## src/rtl/assert_macros.svh

```systemverilog
// Assertion macros for the level meter RTL.
// Clock is clk, synchronous reset rst disables checking.
`ifndef ASSERT_MACROS_SVH
`define ASSERT_MACROS_SVH

// property holds at every edge outside reset
`define ASSERT_CLK(label, prop, msg) \
  label: assert property (@(posedge clk) disable iff (rst) (prop)) else $error(msg);

// expression is never true outside reset
`define ASSERT_NEVER(label, expr, msg) \
  label: assert property (@(posedge clk) disable iff (rst) !(expr)) else $error(msg);

`endif

```

## src/rtl/alstat_pkg.sv

```systemverilog
// Shared types and constants for the audio level batch/window meter.
// Used by alstat_div, alstat_ctrl and audio_level_batch_window_stats.
`timescale 1ns / 1ps

package alstat_pkg;

  localparam int MAX_BATCH  = 1024;
  localparam int NORM_SHIFT = 8;
  localparam int SMP_W      = 24;
  localparam int RUN_CNT_W  = 11;
  localparam int RUN_SUM_W  = 34;
  localparam int WIN_SUM_W  = 56;
  localparam int WIN_CNT_W  = 32;
  localparam int QUO_W      = 25;
  localparam int QSTEP_W    = 5;
  localparam logic [SMP_W-1:0] MEAN_MAX = 24'd8388608;

  localparam logic ACT_SAMPLE = 1'b0;
  localparam logic ACT_CLEAR  = 1'b1;

  typedef enum logic [2:0] {
    ST_IDLE,
    ST_FOLD,
    ST_BDIV,
    ST_WDIV,
    ST_EMIT
  } state_t;

  typedef struct packed {
    logic busy;
    logic fold;
    logic div_start;
    logic div_sel_win;
    logic cap_b;
    logic cap_w;
    logic load_out;
  } ctrl_t;

endpackage

```

## src/rtl/alstat_div.sv

```systemverilog
// Shared restoring divider with clamp to the mean limit, one quotient bit a cycle.
// Depends on alstat_pkg for widths and the clamp value.
`timescale 1ns / 1ps

module alstat_div (
  input  logic                                  clk,
  input  logic                                  rst,
  input  logic                                  start,
  input  logic [alstat_pkg::WIN_SUM_W-1:0]      dividend,
  input  logic [alstat_pkg::WIN_CNT_W-1:0]      divisor,
  output logic                                  done,
  output logic [alstat_pkg::SMP_W-1:0]          quotient
);

  localparam int HI_W = alstat_pkg::WIN_SUM_W - alstat_pkg::QUO_W;

  logic                              busy;
  logic [alstat_pkg::QSTEP_W-1:0]    cnt;
  logic [alstat_pkg::WIN_CNT_W-1:0]  rem;
  logic [alstat_pkg::QUO_W-1:0]      low;
  logic [alstat_pkg::QUO_W-1:0]      q;
  logic [alstat_pkg::WIN_CNT_W-1:0]  divr;

  logic                              ovf;
  logic [alstat_pkg::WIN_CNT_W:0]    shifted;
  logic [alstat_pkg::WIN_CNT_W+1:0]  diff;
  logic                              ge;

  // quotient would not fit in QUO_W bits: clamp right away
  assign ovf = {{(alstat_pkg::WIN_CNT_W-HI_W){1'b0}},
                dividend[alstat_pkg::WIN_SUM_W-1:alstat_pkg::QUO_W]} >= divisor;

  assign shifted = {rem, low[alstat_pkg::QUO_W-1]};
  assign diff    = {1'b0, shifted} - {2'b00, divr};
  assign ge      = !diff[alstat_pkg::WIN_CNT_W+1];

  always_ff @(posedge clk) begin
    if (rst) begin
      busy <= 1'b0;
      done <= 1'b0;
      cnt  <= '0;
    end else begin
      done <= 1'b0;
      if (start) begin
        divr <= divisor;
        if (ovf) begin
          q    <= '1;
          done <= 1'b1;
        end else begin
          rem  <= {{(alstat_pkg::WIN_CNT_W-HI_W){1'b0}},
                   dividend[alstat_pkg::WIN_SUM_W-1:alstat_pkg::QUO_W]};
          low  <= dividend[alstat_pkg::QUO_W-1:0];
          cnt  <= alstat_pkg::QSTEP_W'(alstat_pkg::QUO_W - 1);
          busy <= 1'b1;
        end
      end else if (busy) begin
        rem <= ge ? diff[alstat_pkg::WIN_CNT_W-1:0] : shifted[alstat_pkg::WIN_CNT_W-1:0];
        low <= {low[alstat_pkg::QUO_W-2:0], 1'b0};
        q   <= {q[alstat_pkg::QUO_W-2:0], ge};
        cnt <= cnt - 1'b1;
        if (cnt == '0) begin
          busy <= 1'b0;
          done <= 1'b1;
        end
      end
    end
  end

  assign quotient = (q > {1'b0, alstat_pkg::MEAN_MAX}) ? alstat_pkg::MEAN_MAX
                                                       : q[alstat_pkg::SMP_W-1:0];

endmodule

```

## src/rtl/alstat_ctrl.sv

```systemverilog
// Sequencer for batch close: window fold, two divides, result load.
// Depends on alstat_pkg (state_t, ctrl_t) and assert_macros.svh.
`timescale 1ns / 1ps
`include "assert_macros.svh"

module alstat_ctrl (
  input  logic               clk,
  input  logic               rst,
  input  logic               close_hit,
  input  logic               div_done,
  input  logic               out_free,
  output alstat_pkg::ctrl_t  ctl
);

  alstat_pkg::state_t state;
  alstat_pkg::state_t state_next;

  always_ff @(posedge clk) begin
    if (rst) begin
      state <= alstat_pkg::ST_IDLE;
    end else begin
      state <= state_next;
    end
  end

  always_comb begin
    state_next = state;
    case (state)
      alstat_pkg::ST_IDLE: if (close_hit) state_next = alstat_pkg::ST_FOLD;
      alstat_pkg::ST_FOLD: state_next = alstat_pkg::ST_BDIV;
      alstat_pkg::ST_BDIV: if (div_done) state_next = alstat_pkg::ST_WDIV;
      alstat_pkg::ST_WDIV: if (div_done) state_next = alstat_pkg::ST_EMIT;
      alstat_pkg::ST_EMIT: if (out_free) state_next = alstat_pkg::ST_IDLE;
      default:             state_next = alstat_pkg::ST_IDLE;
    endcase
  end

  always_comb begin
    ctl = '0;
    ctl.busy = (state != alstat_pkg::ST_IDLE);
    case (state)
      alstat_pkg::ST_IDLE: ;
      alstat_pkg::ST_FOLD: begin
        ctl.fold      = 1'b1;
        ctl.div_start = 1'b1;
      end
      alstat_pkg::ST_BDIV: begin
        ctl.cap_b       = div_done;
        ctl.div_start   = div_done;
        ctl.div_sel_win = 1'b1;
      end
      alstat_pkg::ST_WDIV: begin
        ctl.div_sel_win = 1'b1;
        ctl.cap_w       = div_done;
      end
      alstat_pkg::ST_EMIT: ctl.load_out = out_free;
      default: ;
    endcase
  end

  `ASSERT_CLK(a_close_to_fold, close_hit |=> state == alstat_pkg::ST_FOLD, "close not followed by fold")
  `ASSERT_NEVER(a_done_in_div, div_done && !(state == alstat_pkg::ST_BDIV || state == alstat_pkg::ST_WDIV), "divider done outside divide states")
  `ASSERT_CLK(a_emit_to_idle, (state == alstat_pkg::ST_EMIT && out_free) |=> state == alstat_pkg::ST_IDLE, "emit did not return to idle")

endmodule

```

## src/rtl/audio_level_batch_window_stats.sv

```systemverilog
// Top level of the audio level batch/window meter: run and window state, result register.
// Depends on alstat_pkg, alstat_ctrl, alstat_div and assert_macros.svh.
`timescale 1ns / 1ps
`include "assert_macros.svh"

// A sample beat that does not close a batch, and a window clear, raise no stall, and
// the next beat may follow at once. A sample that closes its batch (marked last, or
// the MAX_BATCH-th) holds sample_stall high while the sequencer works: the FOLD state
// folds the batch into the window, then the shared divider forms the batch mean and
// the window mean at one quotient bit a cycle (the window mean ends early when it
// clamps), and the EMIT state loads the result register. The result register frees
// the input side: a pending result only delays the load of the next closing batch,
// and the input stays stalled until that load.

module audio_level_batch_window_stats (
  input  logic                clk,
  input  logic                rst,
  input  logic                sample_valid,
  output logic                sample_stall,
  input  logic                action,
  input  logic signed [31:0]  raw_sample,
  input  logic                last_in_batch,
  output logic                result_valid,
  input  logic                result_stall,
  output logic signed [23:0]  batch_minimum,
  output logic signed [23:0]  batch_maximum,
  output logic [23:0]         batch_peak_to_peak,
  output logic [23:0]         batch_mean_abs,
  output logic [10:0]         batch_samples,
  output logic [31:0]         batch_sequence,
  output logic signed [23:0]  window_minimum,
  output logic signed [23:0]  window_maximum,
  output logic [23:0]         window_peak_to_peak,
  output logic [23:0]         window_mean_abs,
  output logic [31:0]         window_samples,
  output logic [31:0]         window_batches
);

  localparam int SMP_W = alstat_pkg::SMP_W;
  localparam int RCW   = alstat_pkg::RUN_CNT_W;
  localparam int RSW   = alstat_pkg::RUN_SUM_W;
  localparam int WSW   = alstat_pkg::WIN_SUM_W;
  localparam int WCW   = alstat_pkg::WIN_CNT_W;

  alstat_pkg::ctrl_t ctl;

  logic signed [SMP_W-1:0] run_minimum;
  logic signed [SMP_W-1:0] run_maximum;
  logic [RSW-1:0]          run_abs_sum;
  logic [RCW-1:0]          run_count;
  logic [31:0]             sequence_number;
  logic                    window_valid;
  logic signed [SMP_W-1:0] win_minimum;
  logic signed [SMP_W-1:0] win_maximum;
  logic [WSW-1:0]          win_abs_sum;
  logic [WCW-1:0]          win_sample_count;
  logic [WCW-1:0]          win_batch_count;
  logic [SMP_W-1:0]        mean_b;
  logic [SMP_W-1:0]        mean_w;

  logic                    in_fire;
  logic                    close_hit;
  logic                    out_free;
  logic signed [SMP_W-1:0] smp;
  logic [SMP_W-1:0]        smp_abs;
  logic [RCW-1:0]          run_count_inc;
  logic [WCW:0]            ws;
  logic [WSW:0]            wa;
  logic [WSW-1:0]          div_dividend;
  logic [WCW-1:0]          div_divisor;
  logic                    div_done;
  logic [SMP_W-1:0]        div_quotient;

  assign sample_stall  = ctl.busy;
  assign in_fire       = sample_valid && !sample_stall;
  assign out_free      = !result_valid || !result_stall;
  assign smp           = raw_sample[31:alstat_pkg::NORM_SHIFT];
  assign smp_abs       = smp[SMP_W-1] ? SMP_W'(-smp) : smp;
  assign run_count_inc = run_count + 1'b1;
  assign close_hit     = in_fire && (action == alstat_pkg::ACT_SAMPLE)
                         && (last_in_batch || run_count_inc == RCW'(alstat_pkg::MAX_BATCH));
  assign ws            = {1'b0, win_sample_count} + {{(WCW+1-RCW){1'b0}}, run_count};
  assign wa            = {1'b0, win_abs_sum} + {{(WSW+1-RSW){1'b0}}, run_abs_sum};

  assign div_dividend  = ctl.div_sel_win ? win_abs_sum : {{(WSW-RSW){1'b0}}, run_abs_sum};
  assign div_divisor   = ctl.div_sel_win ? win_sample_count
                                         : {{(WCW-RCW){1'b0}}, run_count};

  alstat_ctrl u_ctrl (
    .clk       (clk),
    .rst       (rst),
    .close_hit (close_hit),
    .div_done  (div_done),
    .out_free  (out_free),
    .ctl       (ctl)
  );

  alstat_div u_div (
    .clk      (clk),
    .rst      (rst),
    .start    (ctl.div_start),
    .dividend (div_dividend),
    .divisor  (div_divisor),
    .done     (div_done),
    .quotient (div_quotient)
  );

  always_ff @(posedge clk) begin
    if (rst) begin
      run_minimum      <= '0;
      run_maximum      <= '0;
      run_abs_sum      <= '0;
      run_count        <= '0;
      sequence_number  <= '0;
      window_valid     <= 1'b0;
      win_minimum      <= '0;
      win_maximum      <= '0;
      win_abs_sum      <= '0;
      win_sample_count <= '0;
      win_batch_count  <= '0;
      result_valid     <= 1'b0;
    end else begin
      if (in_fire && (action == alstat_pkg::ACT_CLEAR)) begin
        window_valid     <= 1'b0;
        win_minimum      <= '0;
        win_maximum      <= '0;
        win_abs_sum      <= '0;
        win_sample_count <= '0;
        win_batch_count  <= '0;
      end else if (in_fire) begin
        if (run_count == '0) begin
          run_minimum <= smp;
          run_maximum <= smp;
          run_abs_sum <= {{(RSW-SMP_W){1'b0}}, smp_abs};
        end else begin
          if (smp < run_minimum) run_minimum <= smp;
          if (smp > run_maximum) run_maximum <= smp;
          run_abs_sum <= run_abs_sum + {{(RSW-SMP_W){1'b0}}, smp_abs};
        end
        run_count <= run_count_inc;
      end

      if (ctl.fold) begin
        sequence_number <= sequence_number + 1'b1;
        window_valid    <= 1'b1;
        if (!window_valid) begin
          win_minimum <= run_minimum;
          win_maximum <= run_maximum;
        end else begin
          if (run_minimum < win_minimum) win_minimum <= run_minimum;
          if (run_maximum > win_maximum) win_maximum <= run_maximum;
        end
        win_sample_count <= ws[WCW] ? '1 : ws[WCW-1:0];
        if (win_batch_count != '1) win_batch_count <= win_batch_count + 1'b1;
        win_abs_sum <= wa[WSW] ? '1 : wa[WSW-1:0];
      end

      if (ctl.load_out) begin
        result_valid <= 1'b1;
        run_minimum  <= '0;
        run_maximum  <= '0;
        run_abs_sum  <= '0;
        run_count    <= '0;
      end else if (result_valid && !result_stall) begin
        result_valid <= 1'b0;
      end
    end
  end

  always_ff @(posedge clk) begin
    if (ctl.cap_b) mean_b <= div_quotient;
    if (ctl.cap_w) mean_w <= div_quotient;
    if (ctl.load_out) begin
      batch_minimum       <= run_minimum;
      batch_maximum       <= run_maximum;
      batch_peak_to_peak  <= SMP_W'(run_maximum - run_minimum);
      batch_mean_abs      <= mean_b;
      batch_samples       <= run_count;
      batch_sequence      <= sequence_number;
      window_minimum      <= win_minimum;
      window_maximum      <= win_maximum;
      window_peak_to_peak <= SMP_W'(win_maximum - win_minimum);
      window_mean_abs     <= mean_w;
      window_samples      <= win_sample_count;
      window_batches      <= win_batch_count;
    end
  end

  `ASSERT_CLK(a_run_cnt_max, run_count <= RCW'(alstat_pkg::MAX_BATCH), "batch count past limit")
  `ASSERT_CLK(a_load_free, ctl.load_out |-> (!result_valid || !result_stall), "result overwritten while held")
  `ASSERT_CLK(a_result_stable, (result_valid && result_stall) |=> (result_valid && $stable(batch_sequence)), "stalled result changed")

endmodule

```

## config.mk

```make
export PLATFORM = sky130hd
export DESIGN_NAME = audio_level_batch_window_stats
export DESIGN_NICKNAME = d
export VERILOG_FILES = /design/src/rtl/alstat_pkg.sv /design/src/rtl/alstat_div.sv /design/src/rtl/alstat_ctrl.sv /design/src/rtl/audio_level_batch_window_stats.sv
export VERILOG_INCLUDE_DIRS = /design/src /design/src/rtl
export SDC_FILE = /design/constraint.sdc
export NUM_CORES = 2
export LEC_CHECK = 0
export BUFFER_PORTS_ARGS = -buffer_cell sky130_fd_sc_hd__buf_2
export CELL_PAD_IN_SITES_DETAIL_PLACEMENT = 0
export CELL_PAD_IN_SITES_GLOBAL_PLACEMENT = 1
export CORE_ASPECT_RATIO = 1.5
export CORE_MARGIN = 4
export CORE_UTILIZATION = 48
export CTS_CLUSTER_SIZE = 25
export DETAILED_ROUTE_END_ITERATION = 10
export MAX_ROUTING_LAYER = met4
export PLACE_DENSITY_LB_ADDON = 0.1
export SETUP_SLACK_MARGIN = 0.05
export SLEW_MARGIN = 20
export SYNTH_ARGS = -nofsm -noshare
export SYNTH_HDL_FRONTEND = slang
export SYNTH_SLANG_ARGS = --single-unit
```

## constraint.sdc

```tcl
create_clock -name clk -period 32.1 [get_ports clk]
set_input_delay 6.42 -clock clk [delete_from_list [all_inputs] [get_ports clk]]
set_output_delay 6.42 -clock clk [all_outputs]
set_load 0.03 [all_outputs]
```

# Word level (Yosys, flattened, before mapping)
# Index checks and enable logic that the tools add are counted.
[totals]
ff_bits = 766
latchBits = 0
ram_bits = 0
rom_bits = 0
in_bits = 38
elab_cells = 158
n_memories = 0
[classes]
add_sub_neg = 11
mul = 0
div = 0
n_lt_le_gt_ge = 6
n_eq_ne = 12
shift = 0
n_mux = 62
n_bitwise = 3
n_reduce_logical = 30
[op_table]
columns = ["operator", "count"]
rows = [
  ["two-way mux 32 bit", 11],
  ["two-way mux 24 bit", 14],
  ["two-way mux 56 bit", 4],
  ["two-way mux 25 bit", 6],
  ["adder 32 x 1 -> 32 bit (second input constant)", 2],
  ["adder 56 x 34 -> 57 bit", 1],
  ["greater-than comparator 24 bit", 2],
  ["< comparator 24 bit", 2],
  ["subtractor 24 bit", 2],
  ["adder 34 x 24 -> 34 bit", 1],
  ["two-way mux 34 bit", 1],
  ["subtractor 33 x 32 -> 34 bit", 1],
  ["adder 32 x 11 -> 33 bit", 1],
  ["greater-or-equal comparator 31 x 32 -> 1 bit", 1],
  ["inequality test 32 bit (second input constant)", 1],
  ["greater-than comparator 25 x 24 -> 1 bit (second input constant)", 1],
  ["negation 24 bit", 1],
  ["two-way mux 1 bit", 17],
  ["two-way mux 5 bit", 3],
  ["one-hot mux 3 bit (5 select lines)", 1],
  ["two-way mux 3 bit", 4],
  ["AND reduction 3 bit", 4],
  ["adder 11 x 1 -> 11 bit (second input constant)", 1],
  ["== test 11 bit (second input constant)", 1],
  ["other kinds (19)", 41],
]

# Logic depth before layout (Yosys ltp)
[logic_depth]
ltp_word = 8
depth_mapped = 19
ltp_nobuf = 17

# Hierarchy
# A second synthesis with hierarchy kept.
[hier_totals]
hier_cells = 3867
hier_area_um2 = 40116.0
[by_module_without_submodules]
columns = ["module", "n_inst", "cells_each", "area_per_inst_um2", "seq_area_each_um2"]
rows = [
  ["audio_level_batch_window_stats", 1, 3096, 32100.8, 16325.7],
  ["alstat_div", 1, 746, 7795.0, 3563.4],
  ["alstat_ctrl", 1, 25, 220.2, 60.1],
]

# Worst setup path before layout
# Ideal clock, no wire load.
[synth_timing]
kind = "input to register"
start = "input port result_stall"
end = "register run_abs_sum[10]"
setup_time_ns = 0.128
t_arrival_ns = 22.959
t_required_ns = 31.972
slack_ns = 9.013
stages = 6
cell_sequence = "a21oi_1 -> or2_2 -> clkbuf_1 -> clkbuf_1 -> clkbuf_1 -> nor2_1"
[synth_between]
elab_chain_len = 4
[synth_lines]
columns = ["item", "line", "rtl"]
rows = [
  ["start, declared", "audio_level_batch_window_stats.sv:24", "input logic result_stall,"],
  ["zero test 1 bit", "audio_level_batch_window_stats.sv:76", "assign out_free = !result_valid || !result_stall;"],
  ["logical OR 1 bit", "audio_level_batch_window_stats.sv:76", ""],
  ["two-way mux 1 bit", "alstat_ctrl.sv:41", "case (state)"],
  ["OR reduction 2 bit (no line)", "n/a", ""],
  ["end signal, assigned", "audio_level_batch_window_stats.sv:134", "run_abs_sum <= {{(RSW-SMP_W){1'b0}}, smp_abs};"],
  ["end signal, assigned", "audio_level_batch_window_stats.sv:138", "run_abs_sum <= run_abs_sum + {{(RSW-SMP_W){1'b0}}, smp_abs};"],
  ["end, declared", "audio_level_batch_window_stats.sv:49", "logic [RSW-1:0] run_abs_sum;"],
]
# No other way between the ends.
# A chain may end at the register's enable or synchronous reset.

# Worst setup path in the final report
[layout_timing]
start = "input port raw_sample[10]"
end = "register run_abs_sum[24]"
[layout_between]
elab_chain_len = 4
[layout_lines]
columns = ["item", "line", "rtl"]
rows = [
  ["start, declared", "audio_level_batch_window_stats.sv:21", "input logic signed [31:0] raw_sample,"],
  ["negation 24 bit", "audio_level_batch_window_stats.sv:78", "assign smp_abs = smp[SMP_W-1] ? SMP_W'(-smp) : smp;"],
  ["two-way mux 24 bit (*)", "audio_level_batch_window_stats.sv:78", ""],
  ["adder 34 x 24 -> 34 bit (*)", "audio_level_batch_window_stats.sv:138", ""],
  ["two-way mux 34 bit (*)", "audio_level_batch_window_stats.sv:131", "if (run_count == '0) begin"],
]
# Mark *: on every way between the ends. The rest lies on a longest branch, timed or not.

==> results.yml <==
power_and_ir_drop:
  p_leak_nw: 18.0
  vdd_ir_drop_max_uv: 63.8
  total_power_mw: 2.26
  power_density_mw_per_mm2: 50.4
placed_design:
  place_ws_ns: 21.31
  dp_hpwl_um: 76200
  io_buffers: 330
  dp_cells: 5062
  routabilityCongestion: 0.887
setup_path:
  r2r_start: "u_ctrl.state[1]"
  worstSetupPathType: "in2reg"
  cp-start-kind: "input pin"
  critPathMaxFanout: 8
  worstPathRequired_ns: 32.65
  reg2regPathDepth: 16
  regToRegEndpoint: "u_div.low[0]"
  rrSetupSlack_ns: 26.36
  arrival_ns: 10.66
  critPathCaptureType: "flip-flop"
routing:
  dr.pass1.iters: 6
  wire_per_inst_um: 20.3
  drcViolationCount: 0
  ant_nets: 0
  routed_via_density: 5.64
  vias: 29400
  drt_iter0_markers: 1355
  routed_wl_um: 106000
worst_hold_path:
  holdCritStartpoint: "mean_w[10]"
  hold_path.class: "reg2reg"
  whs_endpoint: "window_mean_abs[10]"
  min_path_cells: 0
job:
  drv_cap: 0
clock_network:
  cts_max_level: 3
  clk_pin_slew_ns: 0.06
  clk_latency_ns: 0.64
  cts_max_path_buffers: 3
  cts_tree: "yes"
  hold_buffers: 0
  numCtsBuffers: 76
  cts_root_buffer: "clkbuf_16"
  clock_sinks: 766
  cts_setup_buffers: 0
  cts_resized: 0
floorplanning:
  chipWidth_um: 241
  core_mm2: 0.0812
  die-area_mm2: 0.0865
  dieHeight_um: 358
  rows: 128
  start_util: 0.483
  io_pins: 339
logic_synthesis:
  synth-compound-area-share: 0.161
  synthArstFlopShare: 0
  yosysWarnings: 0
  synth.yosys.seq_area_share: 0.508
  synth_top_family_by_area: "compound AO/OA/AOI/OAI gates"
  synth_area_leaders: "edfxtp_1 (35%), dfxtp_1 (16%), ha_1 (9.0%)"
  synth.top_cell.area_share: 0.353
  synth-main-ff-cell: "edfxtp_1"
  synth_edf_count: 461
  synthMuxAreaShare: 0.0202
  syn_area_per_cell_um2: 10.3
  synth_xor_area_frac: 0.0402
  ys_ff_latch: 766
  synth.distinct_cells: 83
  syn_area_mm2: 0.0392
  synthAdderAreaFrac: 0.0927
  synthSimpleGateAreaFrac: 0.141
  syn_inst: 3807
  syn-num-nets: 4132
  yosysTopAreaCell: "edfxtp_1"
sta:
  finalCritPeriodShare: 0.315
  min_period_ns: 10.10
  max_slew_margin: 0.202
  slew_violations: 0
  skew_ns: 0.0211
  max_slew.worst_pin.slew_ns: 1.20
  hold_viol: 0
  setup_ws_ns: 22.00
  setup_tns_ns: 0
  rsz0062_at_grt: "false"
  setup_violations: 0
  max_freq_mhz: 99.0
global_route:
  gr-usage-met2: 0.448
  globalRouteMet1Util: 0.275
  overflow: 0
  grt_pass1_vias: 29200
  antenna_found_initial: 6
  grt_max_degree: 163
  grt_use_total: 0.246
  top_usage_layer: "met2"
  grt_pass1_wl_um: 162000
  grt_use_met3: 0.0392
layout:
  num-fill-cells: 7292
  nNetsFinal: 4427
  drive_gt1_frac: 0.141
  final_common_cell: "edfxtp_1"
  instances_no_fill: 5208
  fin_util: 0.553
  areaGrowthSynthToFinish_pct: 14.3
  seq_area_mm2: 0.0199
  layout_common_cells: "edfxtp_1 (461), buf_2 (329), a21oi_1 (314)"
  multi_input_area_mm2: 0.0180
status:
  status: "completed"
sequential cells by signal (all words and copies together) (netlist names), 25 cells and up:
| register | cells |
|---|---|
| batch_sequence | 32 |
| win_abs_sum | 56 |
| win_batch_count | 32 |
| u_div.q | 25 |
| sequence_number | 32 |
| win_sample_count | 32 |
| window_samples | 32 |
| run_abs_sum | 34 |
| u_div.low | 25 |
| window_batches | 32 |
| u_div.rem | 32 |
| u_div.divr | 32 |
how the worst max path moves through the flow:
stage,start,to,slack [ns],cells after the start
2_1_floorplan,result_stall,run_abs_sum[10],9.01,6
3_3_place_gp,raw_sample[10],run_abs_sum[24],21.36,16
3_5_place_dp,raw_sample[10],run_abs_sum[24],21.31,16
4_1_cts,raw_sample[10],run_abs_sum[24],21.99,16
5_1_grt,raw_sample[13],run_abs_sum[24],21.67,16
6_report,raw_sample[10],run_abs_sum[24],22.00,16
critical path: stages:
cell and delay (ns):
buf_2 0.18, nor3_1 0.36, nand3_1 0.32, o41ai_1 0.42, xnor2_1 0.15, ha_1 0.39, inv_1 0.09, nor2_1 0.16
o2111ai_1 0.23, a21oi_1 0.26, nor2_1 0.09, a211o_1 0.29, o21ai_0 0.47, a221oi_1 0.30, or3_1 0.37, a21oi_1 0.14
logic make-up (layout without fill, tap and decap cells):
| kind of cell | after synthesis | count (layout) |
|---|---|---|
| xor gates and xnor gates | 180 | 180 |
| muxes | 78 | 78 |
| and+or+nand+nor | 1133 | 1133 |
| other | 0 | 5 |
| adders and majority gates | 287 | 287 |
| AOI/OAI and AO/OA | 988 | 988 |
| DFF | 766 | 766 |
| buffers and inverters | 375 | 731 |
routing by layer:
metal  routed length (um)  part of all wire
met1                42200              0.40
met4                 3280             0.031
met5                    0                 0
met2                56100              0.53
met3                 4350             0.041
area by class of cell:
| type | instances | share of cell area |
|---|---|---|
| tap | 1040 | 0.0290 |
| inverter | 217 | 0.0182 |
| clock inverter | 49 | 0.0165 |
| sequential | 766 | 0.445 |
| clock buffer | 90 | 0.0449 |
| multi-input combinational | 2666 | 0.401 |
| timing repair buffer | 375 | 0.0457 |
| antenna | 5 | 0.000279 |
where the power goes:
group	total [mW]	leakage (nW)	switching [mW]	internal, mW
Sequential	1.06	6.84	0.0130	1.05
Clock	0.991	1.34	0.400	0.591
Combinational	0.210	9.86	0.128	0.0819
synth_stat cells, types with 9 or more instances:
library cell  number
edfxtp_1         461
a21oi_1          318
dfxtp_1          305
nor2_1           305
ha_1             281
nand2_1          259
inv_1            217
o21ai_0          197
nand3_1          141
clkbuf_1         135
a21o_1           102
xnor2_1           93
xor2_1            87
mux2i_1           68
and2_1            67
nor3_1            62
or3_1             54
nand4_1           45
o31ai_1           45
a211oi_1          42
a311oi_1          40
o21a_1            40
and3_1            39
or2_2             39
a22o_1            32
a31oi_1           29
nor2b_1           29
nor4_1            27
nand2b_1          25
o211ai_1          23
o21bai_1          19
buf_2             16
o21ai_1           16
and4_1            11
nand3b_1          11
mux2_2            10
o211a_1            9
o31a_1             9
per-stage QoR:
stage | area (um2) | hold slack (ns)
5_1_grt | 44900 | 0.420
4_1_cts | 44800 | 0.415
6_report | 44900 | 0.415
3_5_place_dp | 42000 | 0.405
2_1_floorplan | 39200 | 0.400
3_3_place_gp | 42000 | 0.401
No activity file was read; power rests on OpenSTA's default activity.
